$ cat config.mk
export PLATFORM = sky130hd
export DESIGN_NAME = i2c_master_packet_sequencer_flat
export DESIGN_NICKNAME = d
export VERILOG_FILES = /design/src/rtl/core/i2cms_pkg.sv /design/src/rtl/core/i2cms_if.sv /design/src/rtl/core/i2cms_ctrl.sv /design/src/rtl/core/i2cms_outq.sv /design/src/rtl/core/i2c_master_packet_sequencer.sv /design/src/flat_wrapper.sv
export SDC_FILE = /design/constraint.sdc
export NUM_CORES = 2
export LEC_CHECK = 0
export CAP_MARGIN = 10
export CORE_ASPECT_RATIO = 0.9
export CORE_UTILIZATION = 48
export DETAILED_ROUTE_END_ITERATION = 10
export DONT_BUFFER_PORTS = 1
export GPL_TIMING_DRIVEN = 0
export MAX_ROUTING_LAYER = met4
export RECOVER_POWER = 100
export REMOVE_ABC_BUFFERS = 1
export SLEW_MARGIN = 20
export SYNTH_ARGS = -nofsm -noshare
export SYNTH_HDL_FRONTEND = slang
export SYNTH_HIERARCHICAL = 1
export SYNTH_SLANG_ARGS = --single-unit
export TNS_END_PERCENT = 50
$ cat constraint.sdc
create_clock -name clk -period 8.7 [get_ports clk]
set_input_delay 0.435 -clock clk [delete_from_list [all_inputs] [get_ports clk]]
set_output_delay 0.435 -clock clk [all_outputs]
set_load 0.05 [all_outputs]
$ cat src/rtl/core/i2cms_pkg.sv
// ----------------------------------------------------------------------------
// i2cms_pkg
// Types, sizes and codes shared by the I2C master packet sequencer.
// ----------------------------------------------------------------------------
package i2cms_pkg;

  localparam int UQ_DEPTH = 64;   // user byte queue, bytes
  localparam int TR_DEPTH = 32;   // longest packet, bytes
  localparam int RX_DEPTH = 32;   // receive queue, bytes

  // user bytes live in one store addressed by free-running pointers; it is large
  // enough that a loaded packet is never overwritten while it is on the bus
  localparam int UM_AW    = $clog2(UQ_DEPTH + TR_DEPTH);
  localparam int UM_DEPTH = 1 << UM_AW;
  localparam int UC_W     = $clog2(UQ_DEPTH + 1);
  localparam int PL_AW    = $clog2(UQ_DEPTH);
  localparam int TL_W     = $clog2(TR_DEPTH + 1);
  localparam int RX_AW    = $clog2(RX_DEPTH);
  localparam int RX_CW    = $clog2(RX_DEPTH + 1);

  localparam logic [7:0] ST_START    = 8'h08;
  localparam logic [7:0] ST_RESTART  = 8'h10;
  localparam logic [7:0] ST_AW_ACK   = 8'h18;
  localparam logic [7:0] ST_DW_ACK   = 8'h28;
  localparam logic [7:0] ST_AR_ACK   = 8'h40;
  localparam logic [7:0] ST_DR_ACK   = 8'h50;
  localparam logic [7:0] ST_DR_NACK  = 8'h58;

  typedef enum logic [2:0] {
    CMD_HEADER = 3'd0,
    CMD_DATA   = 3'd1,
    CMD_KICK   = 3'd2,
    CMD_EVENT  = 3'd3,
    CMD_POP    = 3'd4
  } cmd_t;

  typedef enum logic [2:0] {
    ACT_NONE  = 3'd0,
    ACT_START = 3'd1,
    ACT_STOP  = 3'd2,
    ACT_ACK   = 3'd3,
    ACT_NACK  = 3'd4
  } act_t;

  typedef enum logic [1:0] {
    PH_UNSET   = 2'd0,
    PH_STANDBY = 2'd1,
    PH_WRITING = 2'd2,
    PH_READING = 2'd3
  } phase_t;

  typedef struct packed {
    act_t       act;
    logic [7:0] send_byte;
    logic [7:0] rx_byte;
    logic       rx_empty;
    logic       bus_error;
    phase_t     bus_state;
    logic [6:0] pending;
    logic       last;
  } res_t;

  // results of one word: one or two
  typedef struct packed {
    logic two;
    res_t r0;
    res_t r1;
  } res_pair_t;

endpackage

$ cat src/rtl/core/i2cms_if.sv
// ----------------------------------------------------------------------------
// i2cms_in_if / i2cms_out_if
// Valid/ready channels for host words and sequencer results.
// ----------------------------------------------------------------------------
interface i2cms_in_if;
  logic       valid;
  logic       ready;
  logic [2:0] cmd;
  logic [6:0] slave_address;
  logic       read_mode;
  logic [7:0] data_byte;
  logic       last_of_packet;
  logic [7:0] bus_status;
  logic [7:0] bus_data;
  modport source (output valid, cmd, slave_address, read_mode, data_byte,
                  last_of_packet, bus_status, bus_data, input ready);
  modport sink   (input valid, cmd, slave_address, read_mode, data_byte,
                  last_of_packet, bus_status, bus_data, output ready);
endinterface

interface i2cms_out_if;
  logic       valid;
  logic       ready;
  logic [2:0] bus_action;
  logic [7:0] send_byte;
  logic [7:0] rx_byte;
  logic       rx_empty;
  logic       bus_error;
  logic [1:0] bus_state;
  logic [6:0] pending_packets;
  logic       last_result;
  modport source (output valid, bus_action, send_byte, rx_byte, rx_empty, bus_error,
                  bus_state, pending_packets, last_result, input ready);
  modport sink   (input valid, bus_action, send_byte, rx_byte, rx_empty, bus_error,
                  bus_state, pending_packets, last_result, output ready);
endinterface

$ cat src/rtl/core/i2cms_ctrl.sv
// ----------------------------------------------------------------------------
// i2cms_ctrl
// Queue pointers, byte stores and bus reaction logic; one word per cycle while fire is high.
// ----------------------------------------------------------------------------
module i2cms_ctrl (
  input  logic                  clk,
  input  logic                  rst_n,
  input  logic                  fire,
  input  logic [2:0]            cmd,
  input  logic [6:0]            slave_address,
  input  logic                  read_mode,
  input  logic [7:0]            data_byte,
  input  logic                  last_of_packet,
  input  logic [7:0]            bus_status,
  input  logic [7:0]            bus_data,
  output i2cms_pkg::res_pair_t  res
);
  import i2cms_pkg::*;

  logic [7:0]      um_mem [UM_DEPTH];
  logic [TL_W:0]   pl_mem [UQ_DEPTH];
  logic [7:0]      rx_mem [RX_DEPTH];

  logic [UM_AW-1:0] uhead_r, uhead_nxt, tbase_r, tbase_nxt;
  logic [UC_W-1:0]  ucnt_r, ucnt_nxt, ucnt_adj;
  logic [TL_W-1:0]  blen_r, blen_nxt, tlen_r, tlen_nxt, tidx_r, tidx_nxt, ld_len;
  logic             bldrd_r, bldrd_nxt, rcmem_r, rcmem_nxt;
  logic [PL_AW-1:0] phead_r, phead_nxt;
  logic [6:0]       pcnt_r, pcnt_nxt;
  logic [7:0]       hdr_r, hdr_nxt, rcnt_r, rcnt_nxt;
  logic [RX_AW-1:0] rhead_r, rhead_nxt;
  logic [RX_CW-1:0] rxcnt_r, rxcnt_nxt;
  phase_t           phase_r, phase_nxt;

  // prefetched read data for the current state
  logic [7:0]  a_q, b_q, rx_q;
  logic [TL_W:0] pl_q;

  logic             um_we, pl_we, rx_we;
  logic [UM_AW-1:0] um_wa, a_addr, b_addr;
  logic [7:0]       um_wd, rx_wd;
  logic [PL_AW-1:0] pl_wa, pl_addr;
  logic [TL_W:0]    pl_wd;
  logic [RX_AW-1:0] rx_wa, rx_addr;
  logic [TL_W-1:0]  a_idx;

  logic       do_load, do_close, close_rd, rx_push, stop, err;
  logic [TL_W-1:0] close_len;
  logic [7:0] rc_eff, rc_val, c_new;
  res_t       r0, r1;
  logic       two;

  always_comb begin
    uhead_nxt = uhead_r;  tbase_nxt = tbase_r;  ucnt_nxt = ucnt_r;
    blen_nxt  = blen_r;   tlen_nxt  = tlen_r;   tidx_nxt = tidx_r;
    bldrd_nxt = bldrd_r;  rcmem_nxt = rcmem_r;  phead_nxt = phead_r;
    pcnt_nxt  = pcnt_r;   hdr_nxt   = hdr_r;    rcnt_nxt = rcnt_r;
    rhead_nxt = rhead_r;  rxcnt_nxt = rxcnt_r;  phase_nxt = phase_r;
    um_we = 1'b0; um_wa = '0; um_wd = '0;
    pl_we = 1'b0; pl_wa = '0; pl_wd = '0;
    rx_we = 1'b0; rx_wa = '0; rx_wd = bus_data;
    do_load = 1'b0; do_close = 1'b0; close_rd = bldrd_r; close_len = blen_r;
    rx_push = 1'b0; stop = 1'b0; err = 1'b0; two = 1'b0;
    r0 = '0; r1 = '0;
    r0.act = ACT_NONE; r1.act = ACT_NONE;

    ld_len   = pl_q[TL_W-1:0];
    rc_eff   = rcmem_r ? a_q : rcnt_r;
    rc_val   = (tlen_r >= TL_W'(2)) ? rc_eff : 8'd0;
    c_new    = rc_val;
    ucnt_adj = ucnt_r - UC_W'(blen_r);

    unique case (cmd)
      CMD_HEADER: begin
        ucnt_nxt = ucnt_adj;
        blen_nxt = '0;
        if (ucnt_adj < UC_W'(UQ_DEPTH)) begin
          um_we     = 1'b1;
          um_wa     = uhead_r + UM_AW'(ucnt_adj);
          um_wd     = {slave_address, read_mode};
          ucnt_nxt  = ucnt_adj + UC_W'(1);
          blen_nxt  = TL_W'(1);
          bldrd_nxt = read_mode;
          close_rd  = read_mode;
          close_len = TL_W'(1);
          do_close  = last_of_packet;
        end
      end
      CMD_DATA: begin
        if (blen_r != '0) begin
          close_len = blen_r;
          if (ucnt_r < UC_W'(UQ_DEPTH) && blen_r < TL_W'(TR_DEPTH)) begin
            um_we     = 1'b1;
            um_wa     = uhead_r + UM_AW'(ucnt_r);
            um_wd     = data_byte;
            ucnt_nxt  = ucnt_r + UC_W'(1);
            blen_nxt  = blen_r + TL_W'(1);
            close_len = blen_r + TL_W'(1);
          end
          do_close = last_of_packet;
        end
      end
      CMD_KICK: begin
        if (phase_r != PH_WRITING && phase_r != PH_READING && pcnt_r != '0) begin
          do_load = 1'b1;
          r0.act  = ACT_START;
        end
      end
      CMD_EVENT: begin
        unique case (bus_status) inside
          ST_START, ST_RESTART: begin
            tidx_nxt     = TL_W'(1);
            r0.act       = ACT_ACK;
            r0.send_byte = hdr_r;
          end
          ST_AW_ACK, ST_DW_ACK: begin
            if (tidx_r < tlen_r) begin
              r0.act = ACT_ACK;
              if (tidx_r == '0) r0.send_byte = hdr_r;
              else if (tidx_r == TL_W'(1)) r0.send_byte = rc_eff;
              else r0.send_byte = a_q;
              // byte one leaves the prefetch window: keep it locally
              if (tidx_r == TL_W'(1) && rcmem_r) begin
                rcnt_nxt  = a_q;
                rcmem_nxt = 1'b0;
              end
              tidx_nxt = tidx_r + TL_W'(1);
            end else if (pcnt_r == '0 || !pl_q[TL_W]) begin
              stop = 1'b1;
            end else begin
              do_load = 1'b1;
              r0.act  = ACT_START;
            end
          end
          ST_AR_ACK: begin
            r0.act = (rc_val <= 8'd1) ? ACT_NACK : ACT_ACK;
          end
          ST_DR_ACK: begin
            rx_push = 1'b1;
            if (tlen_r >= TL_W'(2) && rc_val != 8'd0) begin
              c_new     = rc_val - 8'd1;
              rcnt_nxt  = c_new;
              rcmem_nxt = 1'b0;
            end
            r0.act = (c_new <= 8'd1) ? ACT_NACK : ACT_ACK;
          end
          ST_DR_NACK: begin
            rx_push = 1'b1;
            stop    = 1'b1;
          end
          default: begin
            stop = 1'b1;
            err  = 1'b1;
          end
        endcase
      end
      CMD_POP: begin
        if (rxcnt_r != '0) begin
          r0.rx_byte = rx_q;
          rhead_nxt  = rhead_r + RX_AW'(1);
          rxcnt_nxt  = rxcnt_r - RX_CW'(1);
        end else begin
          r0.rx_byte  = 8'hFF;
          r0.rx_empty = 1'b1;
        end
      end
      default: ;
    endcase

    if (do_close) begin
      if (pcnt_r < 7'(UQ_DEPTH)) begin
        pl_we    = 1'b1;
        pl_wa    = phead_r + PL_AW'(pcnt_r);
        pl_wd    = {close_rd, close_len};
        pcnt_nxt = pcnt_r + 7'd1;
      end
      blen_nxt = '0;
    end

    if (rx_push && rxcnt_r < RX_CW'(RX_DEPTH)) begin
      rx_we     = 1'b1;
      rx_wa     = rhead_r + RX_AW'(rxcnt_r);
      rxcnt_nxt = rxcnt_r + RX_CW'(1);
    end

    if (stop) begin
      phase_nxt = PH_STANDBY;
      tlen_nxt  = '0;
      r0.act    = ACT_STOP;
      if (pcnt_r != '0) begin
        do_load = 1'b1;
        two     = 1'b1;
        r1.act  = ACT_START;
      end
    end

    if (do_load) begin
      phead_nxt = phead_r + PL_AW'(1);
      pcnt_nxt  = pcnt_r - 7'd1;
      tbase_nxt = uhead_r;
      uhead_nxt = uhead_r + UM_AW'(ld_len);
      ucnt_nxt  = ucnt_r - UC_W'(ld_len);
      tlen_nxt  = ld_len;
      tidx_nxt  = '0;
      hdr_nxt   = b_q;
      rcmem_nxt = 1'b1;
      phase_nxt = b_q[0] ? PH_READING : PH_WRITING;
    end

    r0.bus_error = err;
    r1.bus_error = err;
    if (two) begin
      r0.bus_state = PH_STANDBY;
      r0.pending   = pcnt_r;
      r0.last      = 1'b0;
    end else begin
      r0.bus_state = phase_nxt;
      r0.pending   = pcnt_nxt;
      r0.last      = 1'b1;
    end
    r1.bus_state = phase_nxt;
    r1.pending   = pcnt_nxt;
    r1.last      = 1'b1;
  end

  assign res = '{two: two, r0: r0, r1: r1};

  // read addresses follow the state the next word will see
  always_comb begin
    a_idx   = fire ? tidx_nxt : tidx_r;
    if (a_idx == '0) a_idx = TL_W'(1);
    a_addr  = (fire ? tbase_nxt : tbase_r) + UM_AW'(a_idx);
    b_addr  = fire ? uhead_nxt : uhead_r;
    pl_addr = fire ? phead_nxt : phead_r;
    rx_addr = fire ? rhead_nxt : rhead_r;
  end

  always_ff @(posedge clk) begin
    if (fire && um_we) um_mem[um_wa] <= um_wd;
    if (fire && pl_we) pl_mem[pl_wa] <= pl_wd;
    if (fire && rx_we) rx_mem[rx_wa] <= rx_wd;
    a_q  <= (fire && um_we && um_wa == a_addr) ? um_wd : um_mem[a_addr];
    b_q  <= (fire && um_we && um_wa == b_addr) ? um_wd : um_mem[b_addr];
    pl_q <= (fire && pl_we && pl_wa == pl_addr) ? pl_wd : pl_mem[pl_addr];
    rx_q <= (fire && rx_we && rx_wa == rx_addr) ? rx_wd : rx_mem[rx_addr];
  end

  always_ff @(posedge clk) begin
    if (!rst_n) begin
      uhead_r <= '0; tbase_r <= '0; ucnt_r <= '0; blen_r <= '0;
      tlen_r <= '0; tidx_r <= '0; bldrd_r <= 1'b0; rcmem_r <= 1'b0;
      phead_r <= '0; pcnt_r <= '0; hdr_r <= '0; rcnt_r <= '0;
      rhead_r <= '0; rxcnt_r <= '0; phase_r <= PH_UNSET;
    end else if (fire) begin
      uhead_r <= uhead_nxt; tbase_r <= tbase_nxt; ucnt_r <= ucnt_nxt;
      blen_r <= blen_nxt; tlen_r <= tlen_nxt; tidx_r <= tidx_nxt;
      bldrd_r <= bldrd_nxt; rcmem_r <= rcmem_nxt; phead_r <= phead_nxt;
      pcnt_r <= pcnt_nxt; hdr_r <= hdr_nxt; rcnt_r <= rcnt_nxt;
      rhead_r <= rhead_nxt; rxcnt_r <= rxcnt_nxt; phase_r <= phase_nxt;
    end
  end

endmodule

$ cat src/rtl/core/i2cms_outq.sv
// ----------------------------------------------------------------------------
// i2cms_outq
// Four-word result queue; takes one or two results per input word.
// ----------------------------------------------------------------------------
module i2cms_outq (
  input  logic                 clk,
  input  logic                 rst_n,
  input  logic                 push,
  input  i2cms_pkg::res_pair_t res,
  output logic                 space_ok,
  output logic                 out_valid,
  input  logic                 out_ready,
  output i2cms_pkg::res_t      out_res
);
  import i2cms_pkg::*;

  res_t       q_r [4];
  logic [1:0] wp_r, wp_nxt, rp_r;
  logic [2:0] cnt_r, cnt_nxt;
  logic       pop;

  assign space_ok  = cnt_r <= 3'd2;
  assign out_valid = cnt_r != 3'd0;
  assign out_res   = q_r[rp_r];
  assign pop       = out_valid && out_ready;

  always_comb begin
    wp_nxt  = wp_r;
    cnt_nxt = cnt_r - {2'b00, pop};
    if (push) begin
      wp_nxt  = wp_r + (res.two ? 2'd2 : 2'd1);
      cnt_nxt = cnt_nxt + (res.two ? 3'd2 : 3'd1);
    end
  end

  always_ff @(posedge clk) begin
    if (push) begin
      q_r[wp_r] <= res.r0;
      if (res.two) q_r[wp_r + 2'd1] <= res.r1;
    end
  end

  always_ff @(posedge clk) begin
    if (!rst_n) begin
      wp_r <= '0; rp_r <= '0; cnt_r <= '0;
    end else begin
      wp_r  <= wp_nxt;
      cnt_r <= cnt_nxt;
      if (pop) rp_r <= rp_r + 2'd1;
    end
  end

endmodule

$ cat src/rtl/core/i2c_master_packet_sequencer.sv
// A result word is registered in the result queue before it is offered.
// One input word per cycle when not stalled; a stop with restart gives two results.
// Input is taken while the four-word result queue has room for two results.
// Reset (rst_n low, synchronous) empties all queues and sets the bus state unset.
// Byte stores need no clearing; their entries are written before they are read.
// ----------------------------------------------------------------------------
// i2c_master_packet_sequencer
// I2C master packet queueing and bus event sequencing.
// ----------------------------------------------------------------------------
module i2c_master_packet_sequencer (
  input logic        clk,
  input logic        rst_n,
  i2cms_in_if.sink   in_ch,
  i2cms_out_if.source out_ch
);
  import i2cms_pkg::*;

  logic      fire, space_ok;
  res_pair_t res;
  res_t      o_res;

  assign in_ch.ready = space_ok;
  assign fire        = in_ch.valid && space_ok;

  i2cms_ctrl u_ctrl (
    .clk            (clk),
    .rst_n          (rst_n),
    .fire           (fire),
    .cmd            (in_ch.cmd),
    .slave_address  (in_ch.slave_address),
    .read_mode      (in_ch.read_mode),
    .data_byte      (in_ch.data_byte),
    .last_of_packet (in_ch.last_of_packet),
    .bus_status     (in_ch.bus_status),
    .bus_data       (in_ch.bus_data),
    .res            (res)
  );

  i2cms_outq u_outq (
    .clk       (clk),
    .rst_n     (rst_n),
    .push      (fire),
    .res       (res),
    .space_ok  (space_ok),
    .out_valid (out_ch.valid),
    .out_ready (out_ch.ready),
    .out_res   (o_res)
  );

  assign out_ch.bus_action      = o_res.act;
  assign out_ch.send_byte       = o_res.send_byte;
  assign out_ch.rx_byte         = o_res.rx_byte;
  assign out_ch.rx_empty        = o_res.rx_empty;
  assign out_ch.bus_error       = o_res.bus_error;
  assign out_ch.bus_state       = o_res.bus_state;
  assign out_ch.pending_packets = o_res.pending;
  assign out_ch.last_result     = o_res.last;

endmodule

$ cat src/flat_wrapper.sv
// flat-port wrapper written by rule: the top's interface ports become plain ports
module i2c_master_packet_sequencer_flat import i2cms_pkg::*;
  (clk, rst_n, in_ch_valid, in_ch_cmd, in_ch_slave_address, in_ch_read_mode, in_ch_data_byte, in_ch_last_of_packet, in_ch_bus_status, in_ch_bus_data, in_ch_ready, out_ch_valid, out_ch_bus_action, out_ch_send_byte, out_ch_rx_byte, out_ch_rx_empty, out_ch_bus_error, out_ch_bus_state, out_ch_pending_packets, out_ch_last_result, out_ch_ready);
  i2cms_in_if in_ch_i ();
  i2cms_out_if out_ch_i ();
  input logic clk;
  input logic rst_n;
  input wire logic [$bits(in_ch_i.valid)-1:0] in_ch_valid;
  input wire logic [$bits(in_ch_i.cmd)-1:0] in_ch_cmd;
  input wire logic [$bits(in_ch_i.slave_address)-1:0] in_ch_slave_address;
  input wire logic [$bits(in_ch_i.read_mode)-1:0] in_ch_read_mode;
  input wire logic [$bits(in_ch_i.data_byte)-1:0] in_ch_data_byte;
  input wire logic [$bits(in_ch_i.last_of_packet)-1:0] in_ch_last_of_packet;
  input wire logic [$bits(in_ch_i.bus_status)-1:0] in_ch_bus_status;
  input wire logic [$bits(in_ch_i.bus_data)-1:0] in_ch_bus_data;
  output wire logic [$bits(in_ch_i.ready)-1:0] in_ch_ready;
  output wire logic [$bits(out_ch_i.valid)-1:0] out_ch_valid;
  output wire logic [$bits(out_ch_i.bus_action)-1:0] out_ch_bus_action;
  output wire logic [$bits(out_ch_i.send_byte)-1:0] out_ch_send_byte;
  output wire logic [$bits(out_ch_i.rx_byte)-1:0] out_ch_rx_byte;
  output wire logic [$bits(out_ch_i.rx_empty)-1:0] out_ch_rx_empty;
  output wire logic [$bits(out_ch_i.bus_error)-1:0] out_ch_bus_error;
  output wire logic [$bits(out_ch_i.bus_state)-1:0] out_ch_bus_state;
  output wire logic [$bits(out_ch_i.pending_packets)-1:0] out_ch_pending_packets;
  output wire logic [$bits(out_ch_i.last_result)-1:0] out_ch_last_result;
  input wire logic [$bits(out_ch_i.ready)-1:0] out_ch_ready;
  assign in_ch_i.valid = in_ch_valid;
  assign in_ch_i.cmd = in_ch_cmd;
  assign in_ch_i.slave_address = in_ch_slave_address;
  assign in_ch_i.read_mode = in_ch_read_mode;
  assign in_ch_i.data_byte = in_ch_data_byte;
  assign in_ch_i.last_of_packet = in_ch_last_of_packet;
  assign in_ch_i.bus_status = in_ch_bus_status;
  assign in_ch_i.bus_data = in_ch_bus_data;
  assign in_ch_ready = in_ch_i.ready;
  assign out_ch_valid = out_ch_i.valid;
  assign out_ch_bus_action = out_ch_i.bus_action;
  assign out_ch_send_byte = out_ch_i.send_byte;
  assign out_ch_rx_byte = out_ch_i.rx_byte;
  assign out_ch_rx_empty = out_ch_i.rx_empty;
  assign out_ch_bus_error = out_ch_i.bus_error;
  assign out_ch_bus_state = out_ch_i.bus_state;
  assign out_ch_pending_packets = out_ch_i.pending_packets;
  assign out_ch_last_result = out_ch_i.last_result;
  assign out_ch_i.ready = out_ch_ready;
  i2c_master_packet_sequencer u_core (.clk(clk), .rst_n(rst_n), .in_ch(in_ch_i), .out_ch(out_ch_i));
endmodule
Word-level counts from Yosys, hierarchy flattened

Memory sizes are Yosys's and may differ from the RTL's. A register that Yosys moved wholly into a read port is not among the register bits.
Index checks and enable logic that the tools add are counted.

Flip-flop bits (word level): 90
Bits in writable memories: 1852
Input port bits: 40
Output and inout port bits: 33
Logic and storage cells: 250
Memories kept: 4

Memory list:

| memory               | depth | width | read ports | clocked after memory_dff | write ports | line             | source |
|---|---|---|---|---|---|---|---|
| u_core.u_ctrl.um_mem | 128   | 8     | 2          | 2                        | 1           | i2cms_ctrl.sv:20 | `logic [7:0] um_mem [UM_DEPTH];` |
| u_core.u_ctrl.pl_mem | 64    | 7     | 1          | 1                        | 1           | i2cms_ctrl.sv:21 | `logic [TL_W:0] pl_mem [UQ_DEPTH];` |
| u_core.u_ctrl.rx_mem | 32    | 8     | 1          | 1                        | 1           | i2cms_ctrl.sv:22 | `logic [7:0] rx_mem [RX_DEPTH];` |
| u_core.u_outq.q_r    | 4     | 31    | 1          | 1                        | 2           | i2cms_outq.sv:17 | `res_t q_r [4];` |

Add/sub/neg operators: 24
Magnitude comparators: 10
Eq/ne operators: 22
Muxes and demuxes: 130
Reductions and logical operators: 42

Operators by type and width:

| cell                                                | count |
|---|---|
| two-way mux 8 bit                                   | 16 |
| two-way mux 7 bit                                   | 16 |
| two-way mux 6 bit                                   | 18 |
| two-way mux 1 bit                                   | 48 |
| case mux 8 bit (2 select lines)                     | 3 |
| case mux 6 bit (2 select lines)                     | 3 |
| case mux 7 bit (2 select lines)                     | 2 |
| adder 6 x 1 -> 6 bit, second input constant         | 4 |
| equality test 8 x 7 -> 1 bit, second input constant | 3 |
| adder 7 x 1 -> 7 bit, second input constant         | 3 |
| less-than comparator 7 bit, second input constant   | 3 |
| two-way mux 5 bit                                   | 4 |
| equality test 8 x 5 -> 1 bit, second input constant | 2 |
| <= comparator 8 x 1 -> 1 bit, second input constant | 2 |
| two-way mux 3 bit                                   | 5 |
| adder 7 x 6 -> 7 bit                                | 2 |
| adder 7 bit                                         | 2 |
| subtractor 7 x 6 -> 7 bit                           | 2 |
| logical NOT 6 bit                                   | 2 |
| less-than comparator 6 bit, second input constant   | 2 |
| two-way mux 2 bit                                   | 6 |
| != test 3 bit, second input constant                | 4 |
| case mux 3 bit (4 select lines)                     | 1 |
| AND reduction 6 bit                                 | 2 |
| other kinds (42)                                    | 73 |

Longest topological paths before layout

Depth in word-level cells: 13
Gate-level depth with buffers: 22
Gate-level depth less buffers: 21

Modules after synthesis

Netlist, hierarchy kept.

By module, submodules not included:

| module                      | instances | cells each | area each (um^2) | sequential area each (um^2) |
|---|---|---|---|---|
| i2cms_ctrl                  | 1         | 4487       | 83393.7          | 54051.8 |
| i2cms_outq                  | 1         | 361        | 6625.1           | 3903.7 |
| i2c_master_packet_sequencer | 1         | 1          | 6.3              | 0.0 |

Worst setup path after synthesis

OpenSTA, ideal clock, no wires.

Kind: register to register
Start: register (tool-made name)
End: memory u_core/u_outq/q_r[1][0] in the netlist's numbering, enable pin
Setup time: 0.464 ns
Data arrival time: 5.867 ns
Data required time: 8.236 ns
Path slack: 2.369 ns
Cell stages (with the launch flop): 14
Buffers on the path: 4
Period minus slack after synthesis: 6.331 ns
Path through: dfxtp_1 > clkbuf_1 > clkbuf_1 > mux4_2 > mux4_2 > mux4_2 > nand2_1 > a31o_2 > nand2_1 > nor2_1 > buf_4 > buf_6 > nor2_1 > nor3b_1

RTL lines:

| what      | line |
|---|---|
| to (decl) | i2cms_outq.sv:17 |

==> impl_metrics.toml <==
[power]
powerDensity_mw_per_mm2 = 205
p_leak_nw = 31.2
p_total_w = 0.0206
peakVddDrop_v = 0.000213

[global_route]
grt_first_pass_wirelength_um = 347000
grt_pass1_vias = 47926
track_usage_pct = 26.3
grt_start_max_net_pins = 101
antenna_found_initial = 10
overflow = 0

[synth]
ys_types = 80
synth_top_area_share_pct = 61.8
avgSynthCellArea_um2 = 18.6
synth_commonest_cells = "1852 x edfxtp_1, 839 x mux4_2, 329 x nor2_1"
synth_warnings = 6
synthArstFlopShare_pct = 0
synthTopCellsByArea = "edfxtp_1 62%, mux4_2 21%, dfxtp_1 2.6%, mux2i_1 1.6%, mux2_2 1.4%"
synth_edf_count = 1852
synth_flop_cell = "edfxtp_1"
synth_seq_cells = 1969
netlist_area_mm2 = 0.0900
syn_inst = 4849
ys_seq_area_share_pct = 64.4
yosysMostFrequentCell = "edfxtp_1"
yosys.area.top_type = "edfxtp_1"

[timing]
period_minus_slack_ns = 7.21
worstMarginPinSlew_ns = 2.56
drv_slew = 775
finalCritPeriodShare_pct = 82.9
tns_ns = 0
rsz0062_at_grt = "false"
setup_viol = 0
slew_headroom_pct = -70.8
hold_viol = 0
holdWs_ns = 0.0955
finClkSkew_ns = 0.0488
max_freq_ghz = 0.139

[route]
vias_per_cell = 6.44
ant_nets = 0
vias = 48718
wl_per_cell_um = 31.7
drtIter0Drc = 5966
drc = 0
dr.pass1.iters = 8
drt_wl_total_um = 240000

[worst_setup_path]
required_ns = 9.29
crit_path_max_fanout = 44
cp-start-kind = "flip-flop"
end_kind = "flip-flop"
crit_chain = "buf_16 > buf_16 > mux2i_1 > o32ai_1 > a2111oi_0 > nor2_1 > o21ai_0 > o31ai_1 > nand2_1 > nand4_1 > xnor2_1 > o311ai_0 > a31oi_1 > mux2_1"
crit_slowest_cell = "o21ai_0"
slowest_delay_ns = 1.23
crit_type = "flip-flop to flip-flop"
path_common_cell = "buf_16"
reg2reg_depth = 14
crit_arrival_ns = 7.81

[clock_network]
tritoncts = "yes"
path_clk_slew_ns = 0.06
cts_inserted_buffers = 200
cts_sinks = 1969
cts.repair.resized = 0
root_buffer = "clkbuf_16"
cts_setup_buffers = 0
clkLatencyLatePin_ns = 0.86
cts_hold_buffers = 31
htreeDepth = 4
clk_path_buf_depth = 3

[finish]
regArea_mm2 = 0.0580
n_fill_cell = 14402
syn2layout_area_growth_pct = 11.8
stdcell_count = 7560
finalNetCount = 5004
multi_input_area_mm2 = 0.0303
drive_gt1_share_pct = 26.9

[floorplan]
die-width_um = 459
dieHeight_um = 413
die_area_mm2 = 0.189
start_util_pct = 48.4
rows = 150
ios = 73
coreArea_mm2 = 0.186

[status]
violations = "capacitance limit, slew limit"
status = "finished with violations"

[placement]
place_congestion = 0.870
dp_hpwl_um = 157000
dp.cells = 7157
port-buffer-count = 0

[min_path]
hold_depth = 5
min-delay-start = "in_ch_bus_status[4]"
hp-class = "input pin to flip-flop"

[flow_run]
drv_cap = 21
-- metrics by stage --
stage	area [µm²]	util, %	setup WS [ns]
4_1_cts	101000	54.5	2.27
2_1_floorplan	88500	-	-4.67
3_3_place_gp	91700	49.3	-14.75
3_5_place_dp	94200	50.6	2.35
5_1_grt	101000	54.1	1.10
6_report	101000	54.1	1.49
-- power by group --
part           internal (W)  switching, W
combinational      0.000436      0.000848
sequential           0.0104      0.000102
clock               0.00508       0.00369
-- path summary, 6_finish.rpt --
kind                               to  slack, ns
max          u_core/u_outq/q_r[0][29]       1.49
min           u_core/u_ctrl/rcnt_r[1]        0.1
max reg2reg  u_core/u_outq/q_r[0][29]       1.49
min reg2reg   u_core/u_ctrl/rcnt_r[6]       0.47
-- state kept, by name, indices dropped and copies added, names as in the netlist, 7 cells and up, named ones only --
name	cells
u_core/u_ctrl/hdr_r	8
u_core/u_ctrl/pcnt_r	7
u_core/u_ctrl/pl_mem	448
u_core/u_ctrl/rcnt_r	8
u_core/u_ctrl/rx_mem	256
u_core/u_ctrl/tbase_r	7
u_core/u_ctrl/ucnt_r	7
u_core/u_ctrl/uhead_r	7
u_core/u_ctrl/um_mem	1024
u_core/u_outq/q_r	124
-- critical path: cells and delay by family (launching register included) --
| kind | cells | cell delay [ns] |
|---|---|---|
| buffers and inverters | 2 | 0.66 |
| AOI/OAI and AO/OA | 6 | 4.01 |
| and+or+nand+nor | 3 | 0.44 |
| xor gates and xnor gates | 1 | 0.21 |
| DFF | 1 | 0.81 |
| muxes | 2 | 0.75 |
-- logic make-up after synthesis --
group | count (synthesis) | synth area share, %
AO/OA/AOI/OAI | 378 | 2.89
XOR/XNOR | 85 | 0.827
adder cells (fa/ha/maj) | 82 | 1.22
buffers and inverters | 377 | 1.96
flip-flops | 1969 | 64.4
multiplexers | 1128 | 24.5
other | 2 | 0.00834
AND/OR/NAND/NOR | 828 | 4.20
-- per-layer routing --
metal	global-route usage (%)	part of all wire [%]
met2	37.4	45
met5	-	0
met1	38.4	44
met4	6.85	2.4
met3	5.71	8.7
-- cells in the final DEF (no fill, tap or decap), drive strengths merged, types with 22 or more instances in the layout --
master | synthesis | routed
a21o | 38 | 38
a21oi | 72 | 72
a22oi | 50 | 50
and2 | 51 | 51
buf | 162 | 80
bufinv | 0 | 27
clkbuf | 157 | 279
clkinv | 1 | 80
dfxtp | 117 | 117
dlygate4sd3 | 0 | 22
edfxtp | 1852 | 1852
ha | 72 | 72
inv | 57 | 66
mux2 | 141 | 141
mux2i | 148 | 148
mux4 | 839 | 839
nand2 | 217 | 217
nand3 | 50 | 50
nor2 | 329 | 329
nor2b | 53 | 53
nor3 | 27 | 27
o21ai | 69 | 69
xnor2 | 56 | 56
xor2 | 29 | 29
-- area by class of cell --
| class | count | area share (%) |
|---|---|---|
| Clock buffer | 249 | 5.19 |
| Clock inverter | 119 | 1.46 |
| Timing Repair Buffer | 132 | 2.20 |
| Sequential cell | 1969 | 57.7 |
| Multi-Input combinational cell | 2521 | 30.1 |
| Inverter | 58 | 0.216 |
| Antenna cell | 4 | 0.00995 |
| Tap cell | 2508 | 3.12 |
No activity file was read; power rests on OpenSTA's default activity.
